**config.mk**
```make
export PLATFORM = sky130hd
export DESIGN_NAME = rolling_window_vwap
export DESIGN_NICKNAME = d
export VERILOG_FILES = /design/src/design/rwv_pkg.sv /design/src/design/rwv_ram.sv /design/src/design/rwv_divider.sv /design/src/design/rolling_window_vwap.sv
export SDC_FILE = /design/constraint.sdc
export NUM_CORES = 2
export LEC_CHECK = 0
export BUFFER_PORTS_ARGS = -buffer_cell sky130_fd_sc_hd__buf_2
export CORE_ASPECT_RATIO = 1.75
export CORE_MARGIN = 1.5
export CORE_UTILIZATION = 55
export CTS_BUF_LIST = sky130_fd_sc_hd__clkbuf_2
export DETAILED_ROUTE_END_ITERATION = 10
export PLACE_DENSITY = 0.7
export SLEW_MARGIN = 20
export SYNTH_ARGS = -nofsm -noshare
export SYNTH_HDL_FRONTEND = slang
export SYNTH_SLANG_ARGS = --single-unit
```
**constraint.sdc**
```tcl
create_clock -name clk -period 6.81 [get_ports clk]
set_input_delay 1.0215 -clock clk [delete_from_list [all_inputs] [get_ports clk]]
set_output_delay 1.0215 -clock clk [all_outputs]
set_load 0.05 [all_outputs]
```
**src/design/rwv_pkg.sv**
```systemverilog
// ----------------------------------------------------------------------------
// rwv_pkg: shared types and constants of the rolling window vwap block
// Field widths, reset values, opcodes and the divider status bundle.
// ----------------------------------------------------------------------------
package rwv_pkg;

  // fixed field widths
  localparam int VALUE_W  = 40;
  localparam int VOLUME_W = 24;
  localparam int PRICE_W  = 63;
  localparam int LEN_W    = 7;

  // largest length the register can hold
  localparam int LEN_REG_MAX = 127;

  // parameter defaults
  localparam int MAX_WINDOW_DEF = 64;
  localparam int FRAC_BITS_DEF  = 16;

  // window length after reset
  localparam logic [LEN_W-1:0] WINDOW_RESET = 7'd64;

  // item opcodes
  localparam logic OP_PUSH  = 1'b0;
  localparam logic OP_CLEAR = 1'b1;

  // divider status towards the sequencer
  typedef struct packed {
    logic busy;
    logic done;
  } div_status_t;

endpackage

```
**src/design/rwv_ram.sv**
```systemverilog
// ----------------------------------------------------------------------------
// rwv_ram: generic single write, single read memory
// One write port and one read port with registered read data.
// ----------------------------------------------------------------------------
module rwv_ram #(
  parameter int WIDTH = 64,
  parameter int DEPTH = 64
) (
  input  logic                     clk,
  input  logic                     wr_en,
  input  logic [$clog2(DEPTH)-1:0] wr_addr,
  input  logic [WIDTH-1:0]         wr_data,
  input  logic                     rd_en,
  input  logic [$clog2(DEPTH)-1:0] rd_addr,
  output logic [WIDTH-1:0]         rd_data
);

  logic [WIDTH-1:0] mem [DEPTH];

  // write port and registered read port
  always_ff @(posedge clk) begin
    if (wr_en) begin
      mem[wr_addr] <= wr_data;
    end
    if (rd_en) begin
      rd_data <= mem[rd_addr];
    end
  end

endmodule

```
**src/design/rwv_divider.sv**
```systemverilog
// ----------------------------------------------------------------------------
// rwv_divider: bit-serial restoring divider
// Computes floor(num * 2^FRAC / den), one quotient bit per cycle, MSB first.
// ----------------------------------------------------------------------------
module rwv_divider #(
  parameter int NUM_W = 46,
  parameter int DEN_W = 30,
  parameter int FRAC  = 16
) (
  input  logic                    clk,
  input  logic                    rst,
  input  logic                    start,
  input  logic [NUM_W-1:0]        num,
  input  logic [DEN_W-1:0]        den,
  output logic [NUM_W+FRAC-1:0]   quotient,
  output rwv_pkg::div_status_t    status
);

  localparam int SR_W  = NUM_W + FRAC;
  localparam int CNT_W = $clog2(SR_W + 1);

  logic [SR_W-1:0]  quot;
  logic [DEN_W-1:0] rem;
  logic [DEN_W-1:0] den_q;
  logic [CNT_W-1:0] count;
  logic             busy;
  logic             done;

  logic [DEN_W:0]   trial;
  logic [DEN_W:0]   diff;
  logic             fits;
  logic [DEN_W-1:0] rem_next;

  // one restoring step: bring in the next numerator bit and try the subtract
  always_comb begin
    trial    = {rem, quot[SR_W-1]};
    diff     = trial - {1'b0, den_q};
    fits     = (trial >= {1'b0, den_q});
    rem_next = fits ? diff[DEN_W-1:0] : trial[DEN_W-1:0];
  end

  // numerator shifts out at the top while quotient bits shift in below
  always_ff @(posedge clk) begin
    if (rst) begin
      busy <= 1'b0;
      done <= 1'b0;
    end else begin
      done <= 1'b0;
      if (start) begin
        quot  <= SR_W'(num) << FRAC;
        rem   <= '0;
        den_q <= den;
        count <= CNT_W'(SR_W);
        busy  <= 1'b1;
      end else if (busy) begin
        quot  <= {quot[SR_W-2:0], fits};
        rem   <= rem_next;
        count <= count - CNT_W'(1);
        if (count == CNT_W'(1)) begin
          busy <= 1'b0;
          done <= 1'b1;
        end
      end
    end
  end

  assign quotient    = quot;
  assign status.busy = busy;
  assign status.done = done;

endmodule

```
**src/design/rolling_window_vwap.sv**
```systemverilog
// ----------------------------------------------------------------------------
// rolling_window_vwap: windowed volume weighted average price
// Keeps the last window_length samples in a ring memory with running totals
// and reports floor(value_total * 2^FRAC_BITS / volume_total) per item.
// ----------------------------------------------------------------------------
//
//  channel  handshake                  payload
//  -------  -------------------------  ----------------------------------------
//  in       in_valid / in_stall        opcode, trade_value, trade_volume
//  out      out_valid / out_stall      vwap_price, window_full, zero_volume
//  cfg      cfg_wr_en                  cfg_wr_data (window_length)
//
//  A push steps through evict, insert, start, divide and done, a clear item
//  through evict, start and done, skipping the divider, as does a push that
//  leaves the volume total at zero. The bit-serial divider produces one
//  quotient bit per cycle. The result is registered as the sequencer returns
//  to idle; no new item is taken before that. Reset is synchronous and
//  needs no clearing pass. A stalled result waits in the output register
//  while the next item is accepted and worked on.
//
module rolling_window_vwap #(
  parameter int MAX_WINDOW = rwv_pkg::MAX_WINDOW_DEF,
  parameter int FRAC_BITS  = rwv_pkg::FRAC_BITS_DEF
) (
  input  logic                         clk,
  input  logic                         rst,
  // input items
  input  logic                         in_valid,
  output logic                         in_stall,
  input  logic                         opcode,
  input  logic [rwv_pkg::VALUE_W-1:0]  trade_value,
  input  logic [rwv_pkg::VOLUME_W-1:0] trade_volume,
  // results
  output logic                         out_valid,
  input  logic                         out_stall,
  output logic [rwv_pkg::PRICE_W-1:0]  vwap_price,
  output logic                         window_full,
  output logic                         zero_volume,
  // configuration
  input  logic                         cfg_wr_en,
  input  logic [rwv_pkg::LEN_W-1:0]    cfg_wr_data
);

  localparam int LEN_MAX = (MAX_WINDOW < rwv_pkg::LEN_REG_MAX) ?
                           MAX_WINDOW : rwv_pkg::LEN_REG_MAX;
  localparam int LOG_LEN = $clog2(LEN_MAX);
  localparam int VT_W    = rwv_pkg::VALUE_W + LOG_LEN;
  localparam int VD_W    = rwv_pkg::VOLUME_W + LOG_LEN;
  localparam int AW      = $clog2(MAX_WINDOW);
  localparam int RAM_W   = rwv_pkg::VALUE_W + rwv_pkg::VOLUME_W;
  localparam int LW      = rwv_pkg::LEN_W;

  typedef enum logic [2:0] {
    S_IDLE,
    S_EVICT,
    S_INSERT,
    S_START,
    S_DIV,
    S_DONE
  } state_t;

  state_t                       state;
  logic [LW-1:0]                window_length;
  logic [LW-1:0]                eff_len;
  logic [VT_W-1:0]              value_total;
  logic [VD_W-1:0]              volume_total;
  logic [LW-1:0]                fill_count;
  logic [AW-1:0]                write_slot;
  logic                         op_q;
  logic [rwv_pkg::VALUE_W-1:0]  value_q;
  logic [rwv_pkg::VOLUME_W-1:0] volume_q;

  logic                         accept;
  logic                         full;
  logic                         vol_zero;
  logic [AW:0]                  slot_inc;
  logic                         slot_wrap;
  logic [RAM_W-1:0]             rd_data;
  logic [rwv_pkg::VALUE_W-1:0]  old_value;
  logic [rwv_pkg::VOLUME_W-1:0] old_volume;
  logic                         div_start;
  logic [VT_W+FRAC_BITS-1:0]    quotient;
  rwv_pkg::div_status_t         div_status;

  // length in use: zero acts as one, oversize clamps to the ring depth, at most 127
  always_comb begin
    if (window_length == '0) begin
      eff_len = LW'(1);
    end else if (32'(window_length) > LEN_MAX) begin
      eff_len = LW'(LEN_MAX);
    end else begin
      eff_len = window_length;
    end
  end

  assign accept     = in_valid && !in_stall;
  assign in_stall   = (state != S_IDLE);
  assign full       = (fill_count >= eff_len);
  assign vol_zero   = (volume_total == '0);
  assign slot_inc   = (AW+1)'(write_slot) + (AW+1)'(1);
  assign slot_wrap  = (32'(slot_inc) == 32'(eff_len));
  assign old_value  = rd_data[RAM_W-1 -: rwv_pkg::VALUE_W];
  assign old_volume = rd_data[rwv_pkg::VOLUME_W-1:0];
  assign div_start  = (state == S_START) && !vol_zero;

  // sample ring, read at the slot about to be overwritten
  rwv_ram #(
    .WIDTH(RAM_W),
    .DEPTH(MAX_WINDOW)
  ) u_ring (
    .clk    (clk),
    .wr_en  (state == S_INSERT),
    .wr_addr(write_slot),
    .wr_data({value_q, volume_q}),
    .rd_en  (accept),
    .rd_addr(write_slot),
    .rd_data(rd_data)
  );

  // bit-serial divider for the average
  rwv_divider #(
    .NUM_W(VT_W),
    .DEN_W(VD_W),
    .FRAC (FRAC_BITS)
  ) u_div (
    .clk     (clk),
    .rst     (rst),
    .start   (div_start),
    .num     (value_total),
    .den     (volume_total),
    .quotient(quotient),
    .status  (div_status)
  );

  // sequencer, window state and result register
  always_ff @(posedge clk) begin
    if (rst) begin
      state         <= S_IDLE;
      window_length <= rwv_pkg::WINDOW_RESET;
      value_total   <= '0;
      volume_total  <= '0;
      fill_count    <= '0;
      write_slot    <= '0;
      out_valid     <= 1'b0;
    end else begin
      // result taken downstream, unless a new one replaces it
      if (out_valid && !out_stall && (state != S_DONE)) begin
        out_valid <= 1'b0;
      end

      // register write empties the window
      if (cfg_wr_en) begin
        window_length <= cfg_wr_data;
        value_total   <= '0;
        volume_total  <= '0;
        fill_count    <= '0;
        write_slot    <= '0;
      end

      unique case (state)
        S_IDLE: begin
          if (accept) begin
            op_q     <= opcode;
            value_q  <= trade_value;
            volume_q <= trade_volume;
            state    <= S_EVICT;
          end
        end
        S_EVICT: begin
          if (op_q == rwv_pkg::OP_CLEAR) begin
            value_total  <= '0;
            volume_total <= '0;
            fill_count   <= '0;
            write_slot   <= '0;
            state        <= S_START;
          end else begin
            if (full) begin
              value_total  <= value_total - VT_W'(old_value);
              volume_total <= volume_total - VD_W'(old_volume);
            end else begin
              fill_count <= fill_count + LW'(1);
            end
            state <= S_INSERT;
          end
        end
        S_INSERT: begin
          value_total  <= value_total + VT_W'(value_q);
          volume_total <= volume_total + VD_W'(volume_q);
          write_slot   <= slot_wrap ? '0 : slot_inc[AW-1:0];
          state        <= S_START;
        end
        S_START: begin
          state <= vol_zero ? S_DONE : S_DIV;
        end
        S_DIV: begin
          if (div_status.done) begin
            state <= S_DONE;
          end
        end
        S_DONE: begin
          if (!out_valid || !out_stall) begin
            vwap_price  <= vol_zero ? '0 : rwv_pkg::PRICE_W'(quotient);
            zero_volume <= vol_zero;
            window_full <= full;
            out_valid   <= 1'b1;
            state       <= S_IDLE;
          end
        end
        default: begin
          state <= S_IDLE;
        end
      endcase
    end
  end

  // an accepted item blocks the input until its result is registered
  a_busy_after_accept: assert property (
    @(posedge clk) disable iff (rst) accept |=> in_stall
  ) else $error("input not stalled after a transfer");

  // an empty volume sum always reports a zero price
  a_zero_price: assert property (
    @(posedge clk) disable iff (rst) (out_valid && zero_volume) |-> (vwap_price == '0)
  ) else $error("nonzero price with zero volume");

  // the window never holds more samples than its length
  a_fill_bound: assert property (
    @(posedge clk) disable iff (rst) fill_count <= eff_len
  ) else $error("fill count beyond window length");

  // the write slot stays inside the window
  a_slot_bound: assert property (
    @(posedge clk) disable iff (rst) 32'(write_slot) < 32'(eff_len)
  ) else $error("write slot outside window");

  // the divider only runs while the sequencer waits for it
  a_div_owned: assert property (
    @(posedge clk) disable iff (rst) div_status.busy |-> (state == S_DIV)
  ) else $error("divider busy outside the divide step");

endmodule

```
# --- After elaboration in Yosys (flattened, before gate mapping) ---
# Memory sizes are Yosys's and may differ from the RTL's. A register that Yosys moved wholly into a read port is not among the register bits.
# Index checks and enable logic that the tools add are counted.
classes:
  n_addsub: 8
  order_cmp: 3
  bitwise_logic: 2
  eq_ne: 11
  n_mux: 38
  reduce_logical: 20
ops:
  columns: ["op", "n"]
  rows:
  - ["2-to-1 mux 30 bit", 5]
  - ["2-to-1 mux 46 bit", 3]
  - ["2-to-1 mux 62 bit", 2]
  - ["case mux 46 bit (2 select lines)", 1]
  - ["case mux 30 bit (2 select lines)", 1]
  - ["adder 46 x 40 -> 46 bit", 1]
  - ["subtractor 46 x 40 -> 46 bit", 1]
  - ["2-to-1 mux 7 bit", 6]
  - [">= comparator 31 x 30 -> 1 bit", 1]
  - ["adder 30 x 24 -> 30 bit", 1]
  - ["zero test 30 bit", 1]
  - ["subtractor 30 x 24 -> 30 bit", 1]
  - ["subtractor 30 bit", 1]
  - ["2-to-1 mux 6 bit", 4]
  - ["case mux 3 bit (6 select lines)", 1]
  - ["case mux 6 bit (2 select lines)", 1]
  - ["2-to-1 mux 1 bit", 11]
  - ["2-to-1 mux 3 bit", 3]
  - ["AND reduction 3 bit", 3]
  - ["adder 6 x 1 -> 7 bit (second input constant)", 1]
  - ["adder 7 x 1 -> 7 bit (second input constant)", 1]
  - ["== test 7 bit", 1]
  - [">= comparator 7 bit", 1]
  - ["> comparator 7 bit (second input constant)", 1]
  - ["18 further kinds", 29]
totals:
  ram_bits: 4096
  ff_bits: 360
  word_cells: 104
  in_bits: 77
  output_inout_bits: 67
  n_memories: 1
mem_list:
  columns: ["memory", "words", "width", "read_ports", "rd_clocked_by_memory_dff", "write_ports", "line_no", "rtl"]
  rows:
  - ["u_ring.mem", 64, 64, 1, 1, 1, "rwv_ram.sv:18", "logic [WIDTH-1:0] mem [DEPTH];"]

# --- Logic depth before layout (Yosys ltp) ---
depth:
  ltp_word: 7
  mapped_depth: 17
  ltp_nobuf: 15

# --- By module ---
# From an unflattened synthesis, not the netlist that was laid out.
unflattened:
  hier_cells: 9060
  hier_area_um2: 180548.2
by_module_without_submodules:
  columns: ["mod", "seq_area_each_um2", "area_each_um2", "cells_per_inst", "n_inst"]
  rows:
  - ["rwv_ram", 124919.8, 156989.3, 6598, 1]
  - ["rolling_window_vwap", 5875.6, 16519.6, 1865, 1]
  - ["rwv_divider", 3883.7, 7039.3, 597, 1]

# --- Worst setup path after synthesis ---
# OpenSTA, ideal clock, no wires.
synth_path:
  path_kind: "input -> register"
  startpoint: "input port rst"
  endpoint: "register vwap_price[0] in the netlist's numbering (enable)"
  cell_stages: 3
  path_buffers: 2
  setup_slack_ns: 0.086
  setup_time_ns: 0.578
  arrival_time_ns: 6.146
  required_time_ns: 6.232
  path_cell_list: "clkbuf_1 > clkbuf_1 > nor3b_1"
synth_between:
  elab_chain_cells: 2
synth_rtl:
  columns: ["item", "line_no", "rtl"]
  rows:
  - ["start, declared", "rolling_window_vwap.sv:26", "input logic rst,"]
  - ["NOT 1 bit (no source line)", null, null]
  - ["AND reduction 3 bit (no source line)", null, null]
  - ["end signal, assigned", "rolling_window_vwap.sv:202", "vwap_price <= vol_zero ? '0 : rwv_pkg::PRICE_W'(quotient);"]
  - ["end, declared", "rolling_window_vwap.sv:36", "output logic [rwv_pkg::PRICE_W-1:0] vwap_price,"]
# Every way passes these cells.
# A chain may end at the register's enable or synchronous reset.

==> flow_summary.ini <==
[routing]
wl_per_cell_um = 37.56
vias_per_cell = 7.006
drc_errors = 3
drt-pass1-iter-count = 11
antenna_left = 0
drt_iter0_drc = 18510
drt_wl_total_um = 594400
via_count = 110900

[floorplan]
dieArea_sq_mm = 0.3147
std_cell_rows = 270
start_util = 0.5532
die_h_um = 741.0
ioPinCount = 144
core-area_sq_mm = 0.3094
die_w_um = 424.7

[grt]
grt_max_degree = 115
globalRouteTotalUtil = 0.3698
first_global_vias = 107900
antenna_found_initial = 54
overflow = 0
grt_pass1_wl_um = 809300

[clocking]
cts-resized-gates = 0
cts_made_buffers = 914
post_cts_buffers = 0
hold_buffers = 166
clock_path_buffers = 4
clk_latency_ps = 2070
cts_tree = built
clkTransAtPathRegs_ps = 130
clock-sinks = 4519
clockRootBuffer = clkbuf_2
htreeDepth = 6

[final_layout]
fillCellCount = 22550
drive_gt1_frac = 0.1711
syn_to_final_growth_pct = 10.30
fin_nets = 11220
final_common_cell = edfxtp_1
design_area_sq_mm = 0.1888
final_cell_mix = edfxtp_1 (4,417), clkbuf_2 (1,257), a22oi_1 (1,166)

[power_and_ir_drop]
p_per_area_mw_per_mm2 = 265.8
power_leakage_uw = 0.06159
ir_worst_vdd_uv = 154.3

[setup_path]
start_kind = flop
reg2reg_depth = 8
crit_arrival_ps = 6730
crit_fanout = 104
r2r_slack_ps = 1750
crit_end = u_ring.rd_data[44]$_DFFE_PP_
crit_type = reg2reg
cp-startpoint = write_slot[2]$_SDFF_PP0_
endpoint_kind = flop
worstPathRequired_ps = 8480
reg2reg_to = u_ring.rd_data[44]$_DFFE_PP_
timing.rr.start = write_slot[2]$_SDFF_PP0_

[logic_synthesis]
synth_cells = 10000
synth_enable_flop_cells = 4417
synth_seq_cells = 4519
ys_warn_count = 0
ys_types = 99
seq_area_frac_synth = 0.7868
syn_avg_cell_area_sq_um = 17.11
netlist_area_sq_mm = 0.1712
synth-main-ff-cell = edfxtp_1
syn-num-nets = 10250
synthArstFlopShare = 0

[status]
outcome = complete, but fails checks
violations = design-rule violations

[timing]
worst_slew_pin_slew_ps = 1353
final_max_slew_viol_count = 0
fin_crit_sh = 0.7432
timing.final.crit_period_ps = 5061
fin_setup_tns_ps = 0
rsz0062_at_grt = no
max_freq_ghz = 0.1976
relSlewSlack = 0.09548
final-hold-violation-count = 0
skew_ps = 214.5
setup_viol = 0

[placed_design]
port-buffer-count = 142
dpl.hpwl_um = 341600
placed_cell_area_sq_mm = 0.1788
gp_congestion = 0.9407

[hold_path]
min_path_type = in2reg

[flow_run]
max_cap_viol_count = 0
[flip-flops by register name, summed over array words and instances (netlist names)]
register        count
fill_count          7
op_q                1
out_valid           1
state               3
u_div.busy          1
u_div.count         6
u_div.den_q        30
u_div.done          1
u_div.quotient     62
u_div.rem          30
u_ring.mem       4096
u_ring.rd_data     64
value_q            40
value_total        46
volume_q           24
volume_total       30
vwap_price         62
window_full         1
window_length       7
write_slot          6
zero_volume         1
[cell families (layout without fill, tap and decap cells)]
logic type               count (synthesis)  in the layout  synth area share
AND/OR/NAND/NOR                       1129           1129           0.03215
flip-flops                            4519           4519            0.7868
other                                    1             57        0.00002191
buffers and inverters                  768           2456           0.01765
multiplexers                            36             36          0.002112
adder cells (fa/ha/maj)                174            174           0.01294
XOR/XNOR                               153            153          0.007828
AO/OA/AOI/OAI                         3222           3222            0.1405
[power by group]
group          internal [uW]  switching [uW]
Sequential             30800             242
Combinational            963            2450
Clock                   5530           10200
[synth_stat cells, drive strengths merged (7+ instances only)]
library cell     n  share of area
a211oi          19        0.00095
nand3           80         0.0024
dfxtp          102          0.012
and2            31         0.0011
edfxtp        4417           0.77
o22ai           17        0.00062
nand2b          19        0.00069
o21bai          30         0.0013
a222oi          27         0.0016
or2             11        0.00040
o211ai          18        0.00082
a22oi         1166          0.051
buf            178         0.0046
o21ai          119         0.0035
nor2b           78         0.0029
and3            20        0.00073
o21a            19        0.00083
and4             7        0.00036
nor4            95         0.0035
xnor2          101         0.0052
a21oi          278         0.0082
nor3            42         0.0013
inv            143         0.0031
mux2i           35         0.0020
nand2          337         0.0074
xor2            52         0.0027
a21o            80         0.0035
a31oi          450          0.016
a22o           452          0.023
nand4          106         0.0039
nor2           260         0.0058
a221oi         468          0.024
or3             16        0.00058
ha             169          0.012
clkbuf         445         0.0098
nand3b           8        0.00035
[worst min path at each step]
stage / startpoint / slack (ps) / cells past startpoint / endpoint
after floorplan: volume_total[24]$_SDFF_PP0_ / 410 / 0 / u_div.den_q[24]$_DFFE_PP_
after global placement: u_div.busy$_SDFF_PP0_ / 480 / 1 / u_div.done$_SDFF_PP0_
after detailed placement: u_div.busy$_SDFF_PP0_ / 480 / 1 / u_div.done$_SDFF_PP0_
after CTS: cfg_wr_en / 20 / 3 / fill_count[1]$_SDFF_PP0_
after global routing: trade_volume[5] / 150 / 3 / volume_q[5]$_DFFE_PP_
final: in_valid / 140 / 6 / state[0]$_SDFFE_PP0P_
[metal layers]
metal | share of wire | global-route usage | vias to the layer above
met5 | 0.00043 | 0 | -
met2 | 0.48 | 0.6017 | 9874
met4 | 0.085 | 0.2766 | 36
met3 | 0.13 | 0.09168 | 2168
li1 | - | - | 44210
met1 | 0.30 | 0.4225 | 54590
[worst max-delay path, stage by stage (launching register included)]
cell	delay, ps
dfxtp_1	710
nor3b_2	640
buf_12	510
buf_4	690
a22o_1	260
a221oi_1	50
a31oi_1	480
nor4_1	190
nand2_1	920
[per-stage QoR]
step	hold WS [ps]	instances	total power (uW)	util	setup slack, ps
floorplan	406.4	10000	33430	-	85.71
global placement	476.9	13960	34830	0.5775	1895
detailed placement	480.1	13960	34880	0.5778	1994
CTS	18.27	15770	50170	0.6097	2011
global route	147.8	15800	51660	0.6100	1946
finish	141.9	15830	50200	0.6102	1749
[area by class of cell]
| cell class | instances | area, sq um | share of cell area |
|---|---|---|---|
| Sequential cell | 4519 | 134700 | 0.7133 |
| Tap cell | 4080 | 5105 | 0.02704 |
| Multi-Input combinational cell | 4715 | 34120 | 0.1807 |
| Timing Repair Buffer | 672 | 6016 | 0.03186 |
| Clock buffer | 1257 | 6291 | 0.03332 |
| Clock inverter | 382 | 1921 | 0.01017 |
| Antenna cell | 56 | 140.1 | 0.0007422 |
| Inverter | 145 | 544.3 | 0.002883 |
No activity file was read; power rests on OpenSTA's default activity.
